File: config.mk
export PLATFORM = sky130hd
export DESIGN_NAME = pcbs_iou_unit
export DESIGN_NICKNAME = d
export VERILOG_FILES = /design/src/hdl/pcbs_pkg.sv /design/src/hdl/pcbs_iou_unit.sv
export SDC_FILE = /design/constraint.sdc
export NUM_CORES = 2
export LEC_CHECK = 0
export ABC_AREA = 1
export BUFFER_PORTS_ARGS = -buffer_cell sky130_fd_sc_hd__buf_2
export CAP_MARGIN = 20
export CORE_ASPECT_RATIO = 0.9
export CORE_MARGIN = 10
export CORE_UTILIZATION = 50
export DETAILED_ROUTE_END_ITERATION = 7
export PLACE_DENSITY = 0.67
export SLEW_MARGIN = 25
export SYNTH_ARGS = -nofsm -noshare
export SYNTH_HDL_FRONTEND = slang
export SYNTH_SLANG_ARGS = --single-unit
File: constraint.sdc
create_clock -name i_clk -period 9.5 [get_ports i_clk]
set_clock_uncertainty 0.15 [all_clocks]
set_input_delay 0.475 -clock i_clk [delete_from_list [all_inputs] [get_ports i_clk]]
set_output_delay 0.475 -clock i_clk [all_outputs]
set_load 0.02 [all_outputs]
File: src/hdl/pcbs_pkg.sv
// Shared constants, types and helpers for the per-class box suppression unit.
package pcbs_pkg;

    localparam int MAX_DET_DEFAULT = 64;
    localparam int COORD_W         = 16;
    localparam int CONF_W          = 16;
    localparam int CLASS_W         = 8;
    localparam int BOX_W           = 4 * COORD_W;
    localparam int SC_W            = CONF_W + CLASS_W;
    localparam int CFG_DATA_W      = 16;
    localparam int CFG_INDEX_W     = 1;

    localparam logic [CFG_INDEX_W-1:0] CFG_CONF_THRESHOLD = 1'd0;
    localparam logic [CFG_INDEX_W-1:0] CFG_NMS_THRESHOLD  = 1'd1;

    localparam logic [CFG_DATA_W-1:0] CONF_THRESHOLD_RST = 16'd16384;
    localparam logic [CFG_DATA_W-1:0] NMS_THRESHOLD_RST  = 16'd29491;

    typedef struct packed {
        logic done;
        logic hit;
    } t_iou_res;

    function automatic logic [COORD_W-1:0] f_extent(
        input logic [COORD_W-1:0] lo,
        input logic [COORD_W-1:0] hi
    );
        f_extent = (hi > lo) ? (hi - lo) : '0;
    endfunction

endpackage

File: src/hdl/pcbs_iou_unit.sv
// Overlap test of two boxes on one shared multiplier; a new test starts only from idle.
module pcbs_iou_unit (
    input  logic                       i_clk,
    input  logic                       i_rst_n,
    input  logic                       i_start,
    input  logic [pcbs_pkg::BOX_W-1:0] i_box_a,
    input  logic [pcbs_pkg::BOX_W-1:0] i_box_b,
    input  logic [15:0]                i_nms_threshold,
    output pcbs_pkg::t_iou_res         o_res
);
    import pcbs_pkg::*;

    localparam logic [2:0] STEP_IDLE  = 3'd0;
    localparam logic [2:0] STEP_INTER = 3'd1;
    localparam logic [2:0] STEP_AREA_A = 3'd2;
    localparam logic [2:0] STEP_AREA_B = 3'd3;
    localparam logic [2:0] STEP_UNION = 3'd4;
    localparam logic [2:0] STEP_P_LO  = 3'd5;
    localparam logic [2:0] STEP_P_HI  = 3'd6;
    localparam logic [2:0] STEP_CMP   = 3'd7;

    logic [2:0]  r_step;
    logic [15:0] r_iex, r_iey, r_aex, r_aey, r_bex, r_bey;
    logic [31:0] r_inter, r_area_a, r_area_b, r_plo;
    logic [33:0] r_uni, r_phi;
    logic [16:0] mul_a, mul_b;
    logic [33:0] product;
    logic [49:0] lhs, rhs;
    logic [15:0] ax1, ay1, ax2, ay2, bx1, by1, bx2, by2;
    logic [15:0] ix1, iy1, ix2, iy2;

    assign {ay2, ax2, ay1, ax1} = i_box_a;
    assign {by2, bx2, by1, bx1} = i_box_b;
    assign ix1 = (ax1 > bx1) ? ax1 : bx1;
    assign iy1 = (ay1 > by1) ? ay1 : by1;
    assign ix2 = (ax2 < bx2) ? ax2 : bx2;
    assign iy2 = (ay2 < by2) ? ay2 : by2;

    always_comb begin
        case (r_step)
            STEP_INTER: begin
                mul_a = {1'b0, r_iex};
                mul_b = {1'b0, r_iey};
            end
            STEP_AREA_A: begin
                mul_a = {1'b0, r_aex};
                mul_b = {1'b0, r_aey};
            end
            STEP_AREA_B: begin
                mul_a = {1'b0, r_bex};
                mul_b = {1'b0, r_bey};
            end
            STEP_P_LO: begin
                mul_a = {1'b0, i_nms_threshold};
                mul_b = {1'b0, r_uni[15:0]};
            end
            STEP_P_HI: begin
                mul_a = {1'b0, i_nms_threshold};
                mul_b = r_uni[32:16];
            end
            default: begin
                mul_a = '0;
                mul_b = '0;
            end
        endcase
    end

    assign product = mul_a * mul_b;
    assign lhs = {2'd0, r_inter, 16'd0};
    assign rhs = {r_phi, 16'd0} + {18'd0, r_plo};

    always_ff @(posedge i_clk) begin
        if (!i_rst_n) begin
            r_step <= STEP_IDLE;
        end else begin
            case (r_step)
                STEP_IDLE: begin
                    if (i_start) begin
                        r_step <= STEP_INTER;
                    end
                end
                STEP_CMP: r_step <= STEP_IDLE;
                default:  r_step <= r_step + 3'd1;
            endcase
        end
    end

    always_ff @(posedge i_clk) begin
        case (r_step)
            STEP_IDLE: begin
                r_iex <= f_extent(ix1, ix2);
                r_iey <= f_extent(iy1, iy2);
                r_aex <= f_extent(ax1, ax2);
                r_aey <= f_extent(ay1, ay2);
                r_bex <= f_extent(bx1, bx2);
                r_bey <= f_extent(by1, by2);
            end
            STEP_INTER:  r_inter  <= product[31:0];
            STEP_AREA_A: r_area_a <= product[31:0];
            STEP_AREA_B: r_area_b <= product[31:0];
            STEP_UNION:  r_uni <= {2'd0, r_area_a} + {2'd0, r_area_b} - {2'd0, r_inter};
            STEP_P_LO:   r_plo <= product[31:0];
            STEP_P_HI:   r_phi <= product;
            default: ;
        endcase
    end

    assign o_res.done = (r_step == STEP_CMP);
    assign o_res.hit  = (r_step == STEP_CMP) && (lhs > rhs);
endmodule
==> run_summary.xml <==
<?xml version="1.0" encoding="UTF-8"?>
<metrics>
  <group name="cts">
    <metric name="htreeDepth" unit="">1</metric>
    <metric name="clock_sink_count" unit="">294</metric>
    <metric name="cts-buffers-inserted" unit="">30</metric>
    <metric name="cts_root_buf" unit="">sky130_fd_sc_hd__clkbuf_16</metric>
    <metric name="cts_hold_buffers" unit="">0</metric>
    <metric name="cts_setup_buffers" unit="">0</metric>
    <metric name="cts_resized" unit="">0</metric>
    <metric name="worstSkewPairLatency" unit="ns">0.59</metric>
    <metric name="clock_tree.buffer_depth" unit="">3</metric>
    <metric name="cts.reportedPaths.clkPinSlew" unit="ns">0.07</metric>
    <metric name="tritoncts" unit="">yes</metric>
  </group>
  <group name="global_route">
    <metric name="grt-ovfl-total" unit="">0</metric>
    <metric name="initial_antenna_violation_count" unit="">5</metric>
    <metric name="grt_start_max_net_pins" unit="">55</metric>
    <metric name="grt_pass1_vias" unit="">24500</metric>
    <metric name="grtUsageTotal" unit="">0.243</metric>
    <metric name="first_pass_grt_wire_length" unit="mm">138</metric>
  </group>
  <group name="sta">
    <metric name="unrepaired_setup_endpoints_after_global_routing" unit="">no</metric>
    <metric name="setup_total_negative_slack" unit="ns">0</metric>
    <metric name="finalWorstPathRequiredPeriod" unit="ns">8.67</metric>
    <metric name="max_slew.worst_pin.slew" unit="ns">0.990</metric>
    <metric name="final-max-slew-violation-count" unit="">0</metric>
    <metric name="max_slew_margin" unit="">0.339</metric>
    <metric name="setup_violations" unit="">0</metric>
    <metric name="post-route-period-util" unit="">0.913</metric>
    <metric name="hold_viol" unit="">0</metric>
    <metric name="max_clock_freq" unit="MHz">115</metric>
  </group>
  <group name="power_and_ir_drop">
    <metric name="power_frac_clock" unit="">0.108</metric>
    <metric name="switching_power_summed_over_all_nets" unit="mW">5.97</metric>
    <metric name="power.combinational.fraction" unit="">0.654</metric>
    <metric name="ir_worst_vdd" unit="mV">0.267</metric>
    <metric name="internal_power_component" unit="mW">5.71</metric>
    <metric name="seqPwrFrac" unit="">0.237</metric>
    <metric name="power_switching_share" unit="">0.511</metric>
    <metric name="power.static_leakage" unit="nW">16.4</metric>
    <metric name="power_density" unit="mW/mm2">348</metric>
  </group>
  <group name="worst_setup_path">
    <metric name="worstSetupStartpoint" unit="">r_step[1]$_SDFFE_PN0P_</metric>
    <metric name="crit_type" unit="">flip-flop to flip-flop</metric>
    <metric name="cpMaxStageDelayCell" unit="">sky130_fd_sc_hd__clkinv_2</metric>
    <metric name="critPathRequiredTime" unit="ns">9.66</metric>
    <metric name="crit_path_end_kind" unit="">flip-flop</metric>
    <metric name="critical-path-max-stage-delay" unit="ns">0.63</metric>
    <metric name="cp_data_arrival_time" unit="ns">8.83</metric>
    <metric name="crit-reg2reg-launch" unit="">r_step[1]$_SDFFE_PN0P_</metric>
    <metric name="worstPathMaxFanout" unit="">49</metric>
    <metric name="cpMostUsedCell" unit="">sky130_fd_sc_hd__inv_1</metric>
    <metric name="setup.worst_path.start_class" unit="">flip-flop</metric>
  </group>
  <group name="detailed_routing">
    <metric name="wl_per_cell" unit="um">19.1</metric>
    <metric name="drt_iter0_drc" unit="">1898</metric>
    <metric name="detailroute.wirelength.met2" unit="mm">39.1</metric>
    <metric name="route.detailed.drc" unit="">0</metric>
    <metric name="postRouteWirelength" unit="mm">88.0</metric>
    <metric name="highest_layer" unit="">met5</metric>
    <metric name="route.vias.total" unit="">25000</metric>
    <metric name="first_pass_iters" unit="">6</metric>
    <metric name="wirelength_met1" unit="mm">40.6</metric>
    <metric name="detail-route-antenna-nets" unit="">0</metric>
    <metric name="wl_met3" unit="mm">6.20</metric>
    <metric name="avgViaCountPerCell" unit="">5.42</metric>
  </group>
  <group name="finish">
    <metric name="register_area" unit="mm2">0.00880</metric>
    <metric name="layout_cells_sized_above_1" unit="">0.0779</metric>
    <metric name="finalNetCount" unit="">4537</metric>
    <metric name="num-fill-cells" unit="">5678</metric>
    <metric name="multi_input_area" unit="mm2">0.0192</metric>
    <metric name="syn2layout_area_growth" unit="%">8.61</metric>
    <metric name="final_cell_area" unit="mm2">0.0336</metric>
  </group>
  <group name="synth">
    <metric name="mappedNetlistArea" unit="mm2">0.0309</metric>
    <metric name="synth.avg_cell_area" unit="um2">8.48</metric>
    <metric name="mappedNetlistNets" unit="">4396</metric>
    <metric name="yosys.cell_count.top_type" unit="">sky130_fd_sc_hd__nand2_1</metric>
    <metric name="synthTopCellsByArea" unit="">sky130_fd_sc_hd__edfxtp_1, sky130_fd_sc_hd__fa_1, sky130_fd_sc_hd__ha_1</metric>
    <metric name="ys.flop_type" unit="">sky130_fd_sc_hd__edfxtp_1</metric>
    <metric name="seq_area_frac_synth" unit="">0.285</metric>
    <metric name="post_synth_inst_count" unit="">3647</metric>
    <metric name="synth.ff_latch_count" unit="">294</metric>
    <metric name="synthDistinctLibCells" unit="">54</metric>
    <metric name="synthArstFlopShare" unit="">0</metric>
    <metric name="synth.top_cell.area_share" unit="">0.283</metric>
    <metric name="yosys_warnings" unit="">0</metric>
    <metric name="synth_edf_count" unit="">291</metric>
    <metric name="synth.cells.most_frequent" unit="">sky130_fd_sc_hd__nand2_1, sky130_fd_sc_hd__inv_1, sky130_fd_sc_hd__ha_1, sky130_fd_sc_hd__nor2_1, sky130_fd_sc_hd__edfxtp_1</metric>
    <metric name="yosys.area.top_type" unit="">sky130_fd_sc_hd__edfxtp_1</metric>
  </group>
  <group name="job">
    <metric name="timing.max_cap.violations" unit="">0</metric>
  </group>
  <group name="die">
    <metric name="chipWidth" unit="um">282</metric>
    <metric name="num_rows" unit="">86</metric>
    <metric name="placeableCoreArea" unit="mm2">0.0612</metric>
    <metric name="floorplan.die_area" unit="mm2">0.0722</metric>
    <metric name="die_y" unit="um">256</metric>
    <metric name="floorplan.initialDensity" unit="">0.505</metric>
    <metric name="design.portCount" unit="">149</metric>
  </group>
  <group name="status">
    <metric name="run_status" unit="">completed</metric>
  </group>
  <group name="placed_design">
    <metric name="place.port_buffers" unit="">148</metric>
    <metric name="placed_cell_area" unit="mm2">0.0325</metric>
    <metric name="dp_hpwl" unit="mm">73.9</metric>
    <metric name="gpl.final_weighted_congestion" unit="">0.968</metric>
  </group>
  <group name="worst_hold_path">
    <metric name="hold_path.class" unit="">primary input to flip-flop</metric>
    <metric name="worstHoldStart" unit="">i_rst_n</metric>
  </group>
</metrics>
==> cell usage in the layout, fill, tap and decap left out, types with 31 or more instances in the layout <==
cell type                  Yosys  layout
sky130_fd_sc_hd__a21oi_1     268     268
sky130_fd_sc_hd__buf_2        36     148
sky130_fd_sc_hd__edfxtp_1    291     291
sky130_fd_sc_hd__fa_1        248     248
sky130_fd_sc_hd__ha_1        354     353
sky130_fd_sc_hd__inv_1       706     703
sky130_fd_sc_hd__nand2_1     711     711
sky130_fd_sc_hd__nand3_1      91      91
sky130_fd_sc_hd__nand4_1      45      45
sky130_fd_sc_hd__nor2_1      348     348
sky130_fd_sc_hd__nor3_1       31      31
sky130_fd_sc_hd__o21ai_0     123     123
sky130_fd_sc_hd__xnor2_1      38      38
sky130_fd_sc_hd__xor2_1       76      76
==> path summary, 6_finish.rpt <==
check,end,slack [ns],depth (start not counted)
worst max-delay path,r_inter[23]$_DFFE_PN_,0.83,28
worst min-delay path,r_step[2]$_SDFFE_PN0P_,0.02,3
worst max register to register,r_inter[23]$_DFFE_PN_,0.83,28
worst min register to register,r_uni[0]$_DFFE_PN_,0.42,1
==> state kept, by name, summed over array words and instances (netlist names) <==
| name | count |
|---|---|
| r_aex | 16 |
| r_aey | 16 |
| r_area_a | 32 |
| r_area_b | 32 |
| r_bex | 16 |
| r_bey | 16 |
| r_iex | 16 |
| r_iey | 16 |
| r_inter | 32 |
| r_phi | 34 |
| r_plo | 32 |
| r_step | 3 |
| r_uni | 33 |
==> routing by layer <==
| layer | GRT usage | up-vias |
|---|---|---|
| li1 | - | 12200 |
| met3 | 0.0342 | 124 |
| met1 | 0.354 | 11900 |
| met5 | 0 | - |
| met4 | 0.0586 | 4 |
| met2 | 0.377 | 844 |
==> cells by family (layout without fill, tap and decap cells) <==
family                     after synthesis  count (layout)  synth area share
other                                    0               3                 0
and+or+nand+nor                       1297            1297             0.174
buffers and inverters                  768             933            0.0958
AOI/OAI and AO/OA                      572             572             0.109
DFF                                    294             294             0.285
xor gates and xnor gates               114             114            0.0323
adders and majority gates              602             602             0.304
==> worst max-delay path, delay by kind of cell, from the launching register on <==
kind,cells,cell delay (ns)
buffers and inverters,9,1.74
XOR/XNOR,1,0.51
adder cells (fa/ha/maj),8,3.33
AO/OA/AOI/OAI,6,1.71
flip-flops,1,0.38
AND/OR/NAND/NOR,4,0.55
==> power groups by stage <==
| stage | clock network, mW | logic [mW] | registers [mW] |
|---|---|---|---|
| 4_1_cts | 1.29 | 7.62 | 2.77 |
| 3_5_place_dp | 0 | 7.53 | 2.79 |
| 2_1_floorplan | 0 | 5.23 | 2.68 |
| 5_1_grt | 1.34 | 8.59 | 2.81 |
| 6_report | 1.27 | 7.64 | 2.77 |
| 3_3_place_gp | 0 | 7.49 | 2.79 |
==> per-stage QoR <==
| step | hold WS, ns | std cells | setup slack [ns] | power, mW | utilization |
|---|---|---|---|---|---|
| 4_1_cts | 0.00225 | 4604 | 0.907 | 11.7 | 0.548 |
| 3_5_place_dp | 0.418 | 4548 | 0.944 | 10.3 | 0.531 |
| 2_1_floorplan | 0.376 | 3647 | 1.94 | 7.91 | - |
| 3_3_place_gp | 0.390 | 4548 | 0.981 | 10.3 | 0.530 |
| 5_1_grt | 0.0242 | 4606 | 0.296 | 12.7 | 0.548 |
| 6_report | 0.0200 | 4607 | 0.825 | 11.7 | 0.548 |
==> cell type report <==
cell class,count,share of cell area
flip-flops and latches,294,0.262
repair buffers,163,0.0254
clock buffers,31,0.0225
diodes,3,0.000224
inverters,714,0.0799
well taps,792,0.0295
clock inverters,25,0.00958
multi-input cells,2585,0.571
Power figures use the tool's default switching activity.
